<file path="src/rtl/core/tcss_pkg.sv">
// Shared types and constants of the threshold crossing slope statistics unit.
// Used by tcss_div and threshold_crossing_slope_stats_unit; no dependencies.
package tcss_pkg;

    localparam int DATA_W      = 32;
    localparam int CFG_IDX_W   = 2;
    localparam int IN_TDATA_W  = 64;
    localparam int IN_TUSER_W  = 2;
    localparam int OUT_TDATA_W = 96;

    localparam int SUM_W  = 56;
    localparam int CNT_W  = 24;
    localparam int TCNT_W = 16;
    localparam int PSUM_W = 40;
    localparam int TRAJ_W = 21;
    localparam int PREF_W = 17;

    localparam int DEN_W  = 33;
    localparam int QUOT_W = 32;

    localparam int FRAC_BITS_DEF = 16;
    localparam int MAX_TRAJ_DEF  = 1048576;

    localparam logic [PREF_W-1:0] PREF_ONE  = PREF_W'(65536);
    localparam logic [QUOT_W-1:0] SLOPE_MAX = '1;

    localparam logic [CFG_IDX_W-1:0] CFG_LOWER_WELL = 2'd0;
    localparam logic [CFG_IDX_W-1:0] CFG_UPPER_WELL = 2'd1;
    localparam logic [CFG_IDX_W-1:0] CFG_CRITICAL   = 2'd2;

    typedef struct packed {
        logic start;
    } div_ctl_t;

    typedef struct packed {
        logic busy;
        logic done;
        logic sat;
    } div_sts_t;

endpackage

</file>
<file path="src/rtl/core/threshold_crossing_slope_stats_unit.sv">
// Top level of the threshold crossing slope statistics unit: sequencer,
// accumulators and output register around one shared divider.
// Depends on tcss_pkg and tcss_div.
//
//  channel  dir  handshake          payload
//  cfg      in   cfg_wr_en          cfg_index, cfg_wr_data
//  s_       in   s_tvalid/s_tready  s_tdata, s_tlast, s_tuser
//  m_       out  m_tvalid/m_tready  m_tdata, m_tuser
//
// A sample without a crossing passes through check and close; a crossing adds
// the slope division, a tunnelling trajectory close a division for 1/crossings,
// and a set end the mean, the averaged prefactor and the output register.
// All of it runs through the one radix-2 divider, one quotient bit a cycle;
// a division that saturates ends in the cycle after its start.
// Reset is synchronous, active low; all accumulators clear at once.
// A result waiting on m_ does not stop input until the next set end.
module threshold_crossing_slope_stats_unit #(
    parameter int FRAC_BITS        = tcss_pkg::FRAC_BITS_DEF,
    parameter int MAX_TRAJ_PER_SET = tcss_pkg::MAX_TRAJ_DEF
) (
    input  logic                                aclk,
    input  logic                                aresetn,
    input  logic                                cfg_wr_en,
    input  logic [tcss_pkg::CFG_IDX_W-1:0]      cfg_index,
    input  logic [tcss_pkg::DATA_W-1:0]         cfg_wr_data,
    input  logic                                s_tvalid,
    output logic                                s_tready,
    // sample_time, sample_value
    input  logic [tcss_pkg::IN_TDATA_W-1:0]     s_tdata,
    input  logic                                s_tlast,
    // first_of_traj, end_of_set
    input  logic [tcss_pkg::IN_TUSER_W-1:0]     s_tuser,
    output logic                                m_tvalid,
    input  logic                                m_tready,
    // mean_slope, prefactor, crossing_total, trajectory_total, zero fill
    output logic [tcss_pkg::OUT_TDATA_W-1:0]    m_tdata,
    // no_crossings
    output logic                                m_tuser
);

    localparam int DATA_W      = tcss_pkg::DATA_W;
    localparam int DEN_W       = tcss_pkg::DEN_W;
    localparam int SUM_W       = tcss_pkg::SUM_W;
    localparam int CNT_W       = tcss_pkg::CNT_W;
    localparam int TCNT_W      = tcss_pkg::TCNT_W;
    localparam int PSUM_W      = tcss_pkg::PSUM_W;
    localparam int TRAJ_W      = tcss_pkg::TRAJ_W;
    localparam int PREF_W      = tcss_pkg::PREF_W;
    localparam int QUOT_W      = tcss_pkg::QUOT_W;
    localparam int OUT_W       = tcss_pkg::OUT_TDATA_W;
    localparam int SLOPE_NUM_W = DEN_W + FRAC_BITS;
    localparam int NUM_W       = (SLOPE_NUM_W > SUM_W) ? SLOPE_NUM_W : SUM_W;
    localparam int TRAJ_MAXCNT = (1 << TRAJ_W) - 1;
    localparam int TRAJ_LIMIT  = (MAX_TRAJ_PER_SET > TRAJ_MAXCNT) ? TRAJ_MAXCNT
                                                                  : MAX_TRAJ_PER_SET;
    localparam int PREF_LO     = QUOT_W;
    localparam int PAD_W       = OUT_W - QUOT_W - PREF_W - CNT_W - TRAJ_W;

    typedef enum logic [3:0] {
        ST_IDLE,
        ST_CHECK,
        ST_SLOPE_GO,
        ST_SLOPE_WAIT,
        ST_CLOSE,
        ST_PREF_WAIT,
        ST_MEAN,
        ST_MEAN_WAIT,
        ST_AVG_WAIT,
        ST_OUT
    } state_t;

    state_t                    state_reg;

    logic signed [DATA_W-1:0]  lower_well_reg;
    logic signed [DATA_W-1:0]  upper_well_reg;
    logic signed [DATA_W-1:0]  critical_reg;

    logic signed [DATA_W-1:0]  prev_time_reg;
    logic signed [DATA_W-1:0]  prev_value_reg;
    logic signed [DATA_W-1:0]  start_value_reg;
    logic [TCNT_W-1:0]         traj_crossings_reg;
    logic [SUM_W-1:0]          slope_sum_reg;
    logic [CNT_W-1:0]          crossing_count_reg;
    logic [PSUM_W-1:0]         prefactor_sum_reg;
    logic [TRAJ_W-1:0]         traj_count_reg;

    logic signed [DATA_W-1:0]  t_reg;
    logic signed [DATA_W-1:0]  v_reg;
    logic                      first_reg;
    logic                      last_reg;
    logic                      eos_reg;
    logic [DEN_W-1:0]          adv_reg;
    logic [DEN_W-1:0]          adt_reg;
    logic [QUOT_W-1:0]         res_mean_reg;
    logic [PREF_W-1:0]         res_pref_reg;
    logic                      res_none_reg;
    logic                      m_tvalid_reg;
    logic [OUT_W-1:0]          m_tdata_reg;
    logic                      m_tuser_reg;

    logic signed [DEN_W-1:0]   dv_a;
    logic signed [DEN_W-1:0]   dv_b;
    logic signed [DEN_W-1:0]   dt_a;
    logic signed [DEN_W-1:0]   dt_b;
    logic                      crossing;
    logic                      tunnel;
    logic                      closing;
    logic                      traj_room;
    logic [QUOT_W-1:0]         slope;
    logic [SUM_W:0]            slope_sum_ext;
    logic [PSUM_W:0]           pref_sum_ext;
    logic [PREF_W-1:0]         pref_avg;
    logic                      out_free;

    tcss_pkg::div_ctl_t        div_ctl;
    tcss_pkg::div_sts_t        div_sts;
    logic [NUM_W-1:0]          div_num;
    logic [DEN_W-1:0]          div_den;
    logic [QUOT_W-1:0]         div_quot;

    tcss_div #(
        .NUM_W (NUM_W)
    ) u_div (
        .aclk    (aclk),
        .aresetn (aresetn),
        .ctl     (div_ctl),
        .num     (div_num),
        .den     (div_den),
        .sts     (div_sts),
        .quot    (div_quot)
    );

    assign dv_a = DEN_W'(v_reg) - DEN_W'(prev_value_reg);
    assign dv_b = DEN_W'(prev_value_reg) - DEN_W'(v_reg);
    assign dt_a = DEN_W'(t_reg) - DEN_W'(prev_time_reg);
    assign dt_b = DEN_W'(prev_time_reg) - DEN_W'(t_reg);

    assign crossing = ((v_reg > critical_reg) && (prev_value_reg < critical_reg)) ||
                      ((v_reg < critical_reg) && (prev_value_reg > critical_reg));

    assign tunnel = !(((start_value_reg <= lower_well_reg) && (v_reg <= lower_well_reg)) ||
                      ((start_value_reg >= upper_well_reg) && (v_reg >= upper_well_reg)));

    assign closing   = last_reg || eos_reg;
    assign traj_room = traj_count_reg < TRAJ_W'(TRAJ_LIMIT);
    assign slope     = div_sts.sat ? tcss_pkg::SLOPE_MAX : div_quot;
    assign slope_sum_ext = {1'b0, slope_sum_reg} + (SUM_W + 1)'(slope);
    assign pref_sum_ext  = {1'b0, prefactor_sum_reg} + (PSUM_W + 1)'(div_quot);
    assign pref_avg  = (div_sts.sat || (div_quot > QUOT_W'(tcss_pkg::PREF_ONE)))
                       ? tcss_pkg::PREF_ONE : div_quot[PREF_W-1:0];
    assign out_free  = !m_tvalid_reg || m_tready;

    always_comb begin
        div_ctl.start = 1'b0;
        div_num       = NUM_W'({adv_reg, {FRAC_BITS{1'b0}}});
        div_den       = adt_reg;
        unique case (state_reg)
            ST_SLOPE_GO: begin
                div_ctl.start = 1'b1;
            end
            ST_CLOSE: begin
                div_ctl.start = closing && traj_room && tunnel && (traj_crossings_reg != '0);
                div_num       = NUM_W'(tcss_pkg::PREF_ONE);
                div_den       = DEN_W'(traj_crossings_reg);
            end
            ST_MEAN: begin
                div_ctl.start = crossing_count_reg != '0;
                div_num       = NUM_W'(slope_sum_reg);
                div_den       = DEN_W'(crossing_count_reg);
            end
            ST_MEAN_WAIT: begin
                div_ctl.start = div_sts.done && (traj_count_reg != '0);
                div_num       = NUM_W'(prefactor_sum_reg);
                div_den       = DEN_W'(traj_count_reg);
            end
            default: begin
                div_ctl.start = 1'b0;
            end
        endcase
    end

    always_ff @(posedge aclk) begin
        if (!aresetn) begin
            state_reg          <= ST_IDLE;
            lower_well_reg     <= '0;
            upper_well_reg     <= '0;
            critical_reg       <= '0;
            prev_time_reg      <= '0;
            prev_value_reg     <= '0;
            start_value_reg    <= '0;
            traj_crossings_reg <= '0;
            slope_sum_reg      <= '0;
            crossing_count_reg <= '0;
            prefactor_sum_reg  <= '0;
            traj_count_reg     <= '0;
            m_tvalid_reg       <= 1'b0;
        end else begin
            if (cfg_wr_en) begin
                unique case (cfg_index)
                    tcss_pkg::CFG_LOWER_WELL: lower_well_reg <= cfg_wr_data;
                    tcss_pkg::CFG_UPPER_WELL: upper_well_reg <= cfg_wr_data;
                    tcss_pkg::CFG_CRITICAL:   critical_reg   <= cfg_wr_data;
                    default: ;
                endcase
            end

            if (state_reg == ST_OUT && out_free) begin
                m_tvalid_reg <= 1'b1;
            end else if (m_tready) begin
                m_tvalid_reg <= 1'b0;
            end

            unique case (state_reg)
                ST_IDLE: begin
                    if (s_tvalid) begin
                        state_reg <= ST_CHECK;
                    end
                end
                ST_CHECK: begin
                    prev_time_reg  <= t_reg;
                    prev_value_reg <= v_reg;
                    if (first_reg) begin
                        start_value_reg    <= v_reg;
                        traj_crossings_reg <= '0;
                        state_reg          <= ST_CLOSE;
                    end else if (crossing) begin
                        state_reg <= ST_SLOPE_GO;
                    end else begin
                        state_reg <= ST_CLOSE;
                    end
                end
                ST_SLOPE_GO: begin
                    state_reg <= ST_SLOPE_WAIT;
                end
                ST_SLOPE_WAIT: begin
                    if (div_sts.done) begin
                        if (traj_crossings_reg != '1) begin
                            traj_crossings_reg <= traj_crossings_reg + 1'b1;
                        end
                        if (crossing_count_reg != '1) begin
                            crossing_count_reg <= crossing_count_reg + 1'b1;
                            slope_sum_reg      <= slope_sum_ext[SUM_W] ? '1
                                                  : slope_sum_ext[SUM_W-1:0];
                        end
                        state_reg <= ST_CLOSE;
                    end
                end
                ST_CLOSE: begin
                    if (closing) begin
                        traj_crossings_reg <= '0;
                        if (traj_room) begin
                            traj_count_reg <= traj_count_reg + 1'b1;
                        end
                        if (div_ctl.start) begin
                            state_reg <= ST_PREF_WAIT;
                        end else if (eos_reg) begin
                            state_reg <= ST_MEAN;
                        end else begin
                            state_reg <= ST_IDLE;
                        end
                    end else begin
                        state_reg <= ST_IDLE;
                    end
                end
                ST_PREF_WAIT: begin
                    if (div_sts.done) begin
                        prefactor_sum_reg <= pref_sum_ext[PSUM_W] ? '1
                                             : pref_sum_ext[PSUM_W-1:0];
                        state_reg <= eos_reg ? ST_MEAN : ST_IDLE;
                    end
                end
                ST_MEAN: begin
                    state_reg <= div_ctl.start ? ST_MEAN_WAIT : ST_OUT;
                end
                ST_MEAN_WAIT: begin
                    if (div_sts.done) begin
                        state_reg <= div_ctl.start ? ST_AVG_WAIT : ST_OUT;
                    end
                end
                ST_AVG_WAIT: begin
                    if (div_sts.done) begin
                        state_reg <= ST_OUT;
                    end
                end
                ST_OUT: begin
                    if (out_free) begin
                        slope_sum_reg      <= '0;
                        crossing_count_reg <= '0;
                        prefactor_sum_reg  <= '0;
                        traj_count_reg     <= '0;
                        state_reg          <= ST_IDLE;
                    end
                end
                default: begin
                    state_reg <= ST_IDLE;
                end
            endcase
        end
    end

    always_ff @(posedge aclk) begin
        if (state_reg == ST_IDLE && s_tvalid) begin
            t_reg     <= s_tdata[DATA_W-1:0];
            v_reg     <= s_tdata[2*DATA_W-1:DATA_W];
            first_reg <= s_tuser[0];
            last_reg  <= s_tlast;
            eos_reg   <= s_tuser[1];
        end
        if (state_reg == ST_CHECK) begin
            adv_reg <= dv_a[DEN_W-1] ? dv_b : dv_a;
            adt_reg <= dt_a[DEN_W-1] ? dt_b : dt_a;
        end
        if (state_reg == ST_MEAN) begin
            res_none_reg <= crossing_count_reg == '0;
            res_mean_reg <= '0;
            res_pref_reg <= '0;
        end
        if (state_reg == ST_MEAN_WAIT && div_sts.done) begin
            res_mean_reg <= slope;
        end
        if (state_reg == ST_AVG_WAIT && div_sts.done) begin
            res_pref_reg <= pref_avg;
        end
        if (state_reg == ST_OUT && out_free) begin
            m_tuser_reg <= res_none_reg;
            if (res_none_reg) begin
                m_tdata_reg <= '0;
            end else begin
                m_tdata_reg <= {{PAD_W{1'b0}}, traj_count_reg, crossing_count_reg,
                                res_pref_reg, res_mean_reg};
            end
        end
    end

    assign s_tready = state_reg == ST_IDLE;
    assign m_tvalid = m_tvalid_reg;
    assign m_tdata  = m_tdata_reg;
    assign m_tuser  = m_tuser_reg;

    a_done_in_wait: assert property (@(posedge aclk) disable iff (!aresetn)
        div_sts.done |-> (state_reg == ST_SLOPE_WAIT || state_reg == ST_PREF_WAIT ||
                          state_reg == ST_MEAN_WAIT || state_reg == ST_AVG_WAIT))
        else $error("divider finished outside a wait state");

    a_idle_div_free: assert property (@(posedge aclk) disable iff (!aresetn)
        s_tready |-> !div_sts.busy)
        else $error("input open while divider busy");

    a_none_zero: assert property (@(posedge aclk) disable iff (!aresetn)
        (m_tvalid && m_tuser) |-> (m_tdata == '0))
        else $error("set without crossings carries non-zero data");

    a_pref_range: assert property (@(posedge aclk) disable iff (!aresetn)
        m_tvalid |-> (m_tdata[PREF_LO+PREF_W-1:PREF_LO] <= tcss_pkg::PREF_ONE))
        else $error("prefactor above one");

    a_traj_limit: assert property (@(posedge aclk) disable iff (!aresetn)
        traj_count_reg <= TRAJ_W'(TRAJ_LIMIT))
        else $error("trajectory count beyond limit");

endmodule

</file>
<file path="src/rtl/core/tcss_div.sv">
// Iterative radix-2 restoring divider, one quotient bit per cycle, with
// saturation when the quotient does not fit. Depends on tcss_pkg.
module tcss_div #(
    parameter int NUM_W = 56
) (
    input  logic                            aclk,
    input  logic                            aresetn,
    input  tcss_pkg::div_ctl_t              ctl,
    input  logic [NUM_W-1:0]                num,
    input  logic [tcss_pkg::DEN_W-1:0]      den,
    output tcss_pkg::div_sts_t              sts,
    output logic [tcss_pkg::QUOT_W-1:0]     quot
);

    localparam int DEN_W  = tcss_pkg::DEN_W;
    localparam int QUOT_W = tcss_pkg::QUOT_W;
    localparam int HI_W   = NUM_W - QUOT_W;
    localparam int CMP_W  = (HI_W > DEN_W) ? HI_W : DEN_W;
    localparam int STEP_W = $clog2(QUOT_W);

    logic              busy_reg;
    logic              done_reg;
    logic              sat_reg;
    logic [STEP_W-1:0] cnt_reg;
    logic [DEN_W-1:0]  rem_reg;
    logic [DEN_W-1:0]  rem_next;
    logic [QUOT_W-1:0] low_reg;
    logic [DEN_W-1:0]  den_reg;
    logic [QUOT_W-1:0] quot_reg;

    logic [CMP_W-1:0]  hi_ext;
    logic              start_sat;
    logic [DEN_W:0]    trial;
    logic [DEN_W:0]    diff;
    logic              fits;

    assign hi_ext    = CMP_W'(num[NUM_W-1:QUOT_W]);
    assign start_sat = hi_ext >= CMP_W'(den);
    assign trial     = {rem_reg, low_reg[QUOT_W-1]};
    assign diff      = trial - {1'b0, den_reg};
    assign fits      = trial >= {1'b0, den_reg};
    assign rem_next  = fits ? diff[DEN_W-1:0] : trial[DEN_W-1:0];

    always_ff @(posedge aclk) begin
        if (!aresetn) begin
            busy_reg <= 1'b0;
            done_reg <= 1'b0;
            sat_reg  <= 1'b0;
            cnt_reg  <= '0;
        end else begin
            done_reg <= 1'b0;
            if (ctl.start && !busy_reg) begin
                sat_reg <= start_sat;
                if (start_sat) begin
                    done_reg <= 1'b1;
                end else begin
                    busy_reg <= 1'b1;
                    cnt_reg  <= STEP_W'(QUOT_W - 1);
                end
            end else if (busy_reg) begin
                cnt_reg <= cnt_reg - 1'b1;
                if (cnt_reg == '0) begin
                    busy_reg <= 1'b0;
                    done_reg <= 1'b1;
                end
            end
        end
    end

    always_ff @(posedge aclk) begin
        if (ctl.start && !busy_reg) begin
            rem_reg <= DEN_W'(hi_ext);
            low_reg <= num[QUOT_W-1:0];
            den_reg <= den;
        end else if (busy_reg) begin
            rem_reg  <= rem_next;
            low_reg  <= {low_reg[QUOT_W-2:0], 1'b0};
            quot_reg <= {quot_reg[QUOT_W-2:0], fits};
        end
    end

    assign sts.busy = busy_reg;
    assign sts.done = done_reg;
    assign sts.sat  = sat_reg;
    assign quot     = quot_reg;

endmodule
</file>
<file path="config.mk">
export PLATFORM = sky130hd
export DESIGN_NAME = threshold_crossing_slope_stats_unit
export DESIGN_NICKNAME = d
export VERILOG_FILES = /design/src/rtl/core/tcss_pkg.sv /design/src/rtl/core/threshold_crossing_slope_stats_unit.sv /design/src/rtl/core/tcss_div.sv
export SDC_FILE = /design/constraint.sdc
export NUM_CORES = 2
export LEC_CHECK = 0
export ABC_CLOCK_PERIOD_IN_PS = 8530
export BUFFER_PORTS_ARGS = -buffer_cell sky130_fd_sc_hd__buf_4
export CAP_MARGIN = 40
export CORE_MARGIN = 3
export CORE_UTILIZATION = 60
export CTS_BUF_LIST = sky130_fd_sc_hd__clkbuf_8
export CTS_CLUSTER_DIAMETER = 50
export CTS_CLUSTER_SIZE = 25
export DETAILED_ROUTE_END_ITERATION = 6
export GPL_ROUTABILITY_DRIVEN = 0
export PLACE_DENSITY = 0.77
export RECOVER_POWER = 100
export SLEW_MARGIN = 10
export SYNTH_ARGS = -nofsm -noshare
export SYNTH_HDL_FRONTEND = slang
export SYNTH_SLANG_ARGS = --single-unit
</file>
<file path="constraint.sdc">
create_clock -name aclk -period 8.53 [get_ports aclk]
set_input_delay 0.4265 -clock aclk [delete_from_list [all_inputs] [get_ports aclk]]
set_output_delay 0.4265 -clock aclk [all_outputs]
set_load 0.05 [all_outputs]
</file>
==> results_dict.tcl <==
set metrics [dict create \
    run_status "finished, violations left" \
    violations "capacitance limit, slew limit" \
    synth_largest_area_cell "sky130_fd_sc_hd__edfxtp_1" \
    die_y_um 286 \
    ant_nets 0 \
    numPortBuffers 202 \
    clock_sink_count 770 \
    number_of_h_tree_levels 3 \
    routed_wl_um 135000 \
    cp-end-kind "register" \
    worstMarginPinSlew_ns 3.47 \
    fmaxAchievable_ghz 0.149 \
    total_power_w 0.0148 \
    timing.clock.skew_ns 0.0480 \
    worst_ep_required_time_ns 9.17 \
    timing.setup.tns_ns 0 \
    power_density_nw_per_um2 285 \
    largest_net_degree_at_the_start_of_global_routing 72 \
    seq_area_frac_synth_pct 41.2 \
    power.switching_w 0.00637 \
    cts_buffers 89 \
    final_layout_size_suffix_gt1_share_pct 6.45 \
    power.leakage_nw 20.7 \
    horiz_die_dim_um 286 \
    comb_power_share_pct 42.2 \
    sequential_share_of_power_pct 37.5 \
    coreArea_um2 77600 \
    largest_register_ffs 94 \
    final_design_instance_area_without_fill_um2 52000 \
    synth_top_flop_cell "sky130_fd_sc_hd__edfxtp_1" \
    post-dp-hpwl_um 100000 \
    synth-edff-count 399 \
    grt_antenna_before_repair 8 \
    routed_wire_length_per_instance_um 20.6 \
    count_of_pins_over_their_slew_limit 946 \
    max-vdd-ir-drop_uv 166 \
    synth_top_cells_by_area "sky130_fd_sc_hd__edfxtp_1 25%, sky130_fd_sc_hd__dfxtp_1 16%, sky130_fd_sc_hd__ha_1 12%" \
    cts_buffer_depth 3 \
    layout_commonest_cell "sky130_fd_sc_hd__nand2_1" \
    finalCritPeriodShare_pct 78.7 \
    cts.reportedPaths.clkPinSlew_ns 0.11 \
    synthArstFlopShare_pct 0 \
    cts.repair_timing.setup_buffer_count 0 \
    nets 6024 \
    netlist_instances 5280 \
    cp_data_arrival_time_ns 7.36 \
    finalHoldViolations 0 \
    final-setup-viol-count 0 \
    first_global_vias 38300 \
    dieArea_um2 82000 \
    hold_class "primary input to register" \
    grt_first_pass_wirelength_um 210000 \
    p_clk_share_pct 20.3 \
    power_switching_share_pct 42.9 \
    cp_class "primary input to register" \
    io_count 205 \
    remaining_drc_errors 0 \
    drt_pre_antenna_iters 7 \
    clock_tree.root_cell "sky130_fd_sc_hd__clkbuf_8" \
    global_route.usage.total_pct 32.1 \
    post-route-min-period_ns 6.72 \
    area.growth.synth_to_final_pct 10.3 \
    drtIter0Drc 4088 \
    yosys.area.top_type_share_pct 25.4 \
    floorplan.rows 102 \
    via_per_inst 6.20 \
    grt_setup_unrepaired "no" \
    worst_skew_pair_latency_ns 0.76 \
    syn_area_um2 47100 \
    yosysWarningCount 0 \
    grt_overflow 0 \
    path_max_fanout 69 \
    placed_area_um2 49500 \
    slew_headroom_pct -132 \
    detailroute.via_count 40800 \
    cellInternalPower_w 0.00847 \
    ys_seq_elements 770 \
    avgSynthCellArea_um2 8.93 \
    cts_tree "yes" \
    floorplan.initialDensity_pct 60.8 \
    layout_common_cells "732 x sky130_fd_sc_hd__nand2_1, 585 x sky130_fd_sc_hd__a21oi_1, 449 x sky130_fd_sc_hd__ha_1" \
    netlist-cell-type-count 96 \
    max-cap-violations 19 \
    setup.worst_path.start_class "primary input" \
]
-- cells by family (layout without fill, tap and decap cells) --
family | count (synthesis) | after routing | synth area share [%]
and+or+nand+nor | 1693 | 1693 | 17.1
AOI/OAI and AO/OA | 1494 | 1494 | 19.9
DFF | 770 | 770 | 41.2
buffers and inverters | 644 | 901 | 5.29
adders and majority gates | 456 | 456 | 12.2
xor gates and xnor gates | 180 | 180 | 3.34
muxes | 42 | 42 | 0.926
other | 1 | 5 | 0.00795
-- per-layer routing --
metal  global-route usage, %  routed length, um
met3                    6.40              12900
met4                    14.7               6890
met1                    42.0              54600
met2                    51.7              61000
met5                       0                 80
-- synth_stat cells, types with 39 or more instances --
library cell               count
sky130_fd_sc_hd__o21ai_0     268
sky130_fd_sc_hd__o211ai_1     39
sky130_fd_sc_hd__a22oi_1      57
sky130_fd_sc_hd__nor2_1      255
sky130_fd_sc_hd__nor3_1       68
sky130_fd_sc_hd__dfxtp_1     371
sky130_fd_sc_hd__nand4_1      87
sky130_fd_sc_hd__and2_1       61
sky130_fd_sc_hd__nand2_1     731
sky130_fd_sc_hd__a21o_1      124
sky130_fd_sc_hd__a211oi_1     49
sky130_fd_sc_hd__a31oi_1      39
sky130_fd_sc_hd__edfxtp_1    399
sky130_fd_sc_hd__inv_1       380
sky130_fd_sc_hd__nand3_1      84
sky130_fd_sc_hd__nor2b_1     122
sky130_fd_sc_hd__a21oi_1     584
sky130_fd_sc_hd__xnor2_1      89
sky130_fd_sc_hd__or2_2        42
sky130_fd_sc_hd__o21a_1       40
sky130_fd_sc_hd__clkbuf_1    207
sky130_fd_sc_hd__and3_1       71
sky130_fd_sc_hd__nand2b_1     40
sky130_fd_sc_hd__xor2_1       91
sky130_fd_sc_hd__ha_1        449
-- power groups by stage --
| stage | Combinational (W) | Clock (W) | Sequential (W) |
|---|---|---|---|
| after detailed placement | 0.00615 | 0 | 0.00557 |
| after global placement | 0.00593 | 0 | 0.00556 |
| after floorplan | 0.00461 | 0 | 0.00521 |
| after CTS | 0.00622 | 0.00306 | 0.00549 |
| final | 0.00626 | 0.00302 | 0.00556 |
| after global routing | 0.00688 | 0.00320 | 0.00560 |
-- final cells by class --
type | count | area (um^2)
sequential | 770 | 19400
multi-input combinational | 3867 | 25200
inverter | 383 | 1440
tap | 1040 | 1300
timing repair buffer | 351 | 2450
antenna | 3 | 7.51
clock inverter | 78 | 965
fill | 6387 | 25600
clock buffer | 89 | 1220
-- worst paths after layout --
kind                                          from                  to  slack (ns)  cells after the start
worst max-delay path                       aresetn   prev_time_reg[15]        1.81                      7
worst min register to register  lower_well_reg[13]  lower_well_reg[13]        0.46                      2
worst min-delay path                      m_tready            m_tvalid        0.12                      3
worst max register to register           v_reg[14]    u_div.low_reg[2]        1.84                     11
-- critical path, stage by stage --
cell                         delay, ns
sky130_fd_sc_hd__clkbuf_1         0.84
sky130_fd_sc_hd__clkinvlp_2       2.82
sky130_fd_sc_hd__clkbuf_1         1.29
sky130_fd_sc_hd__buf_12           0.48
sky130_fd_sc_hd__clkbuf_1         0.76
sky130_fd_sc_hd__buf_12           0.47
sky130_fd_sc_hd__a21oi_1          0.16
-- through the flow --
step	util [%]	setup WS [ns]	std cells	hold slack, ns
after floorplan	-	4.28	5281	0.435
after global placement	63.5	3.34	6297	0.442
after detailed placement	63.8	3.23	6312	0.446
after CTS	67.9	3.20	6578	0.0337
after global routing	67.0	1.45	6580	0.156
final	67.0	1.81	6581	0.119
-- timing repair --
| action | 4_1_cts | 5_1_grt |
|---|---|---|
| endpoints found under the hold margin | 163 | 0 |
| resized for setup | 0 | 0 |
| hold buffers | 99 | 0 |
| setup endpoints to repair | 0 | 0 |
No activity file was read; power rests on OpenSTA's default activity.
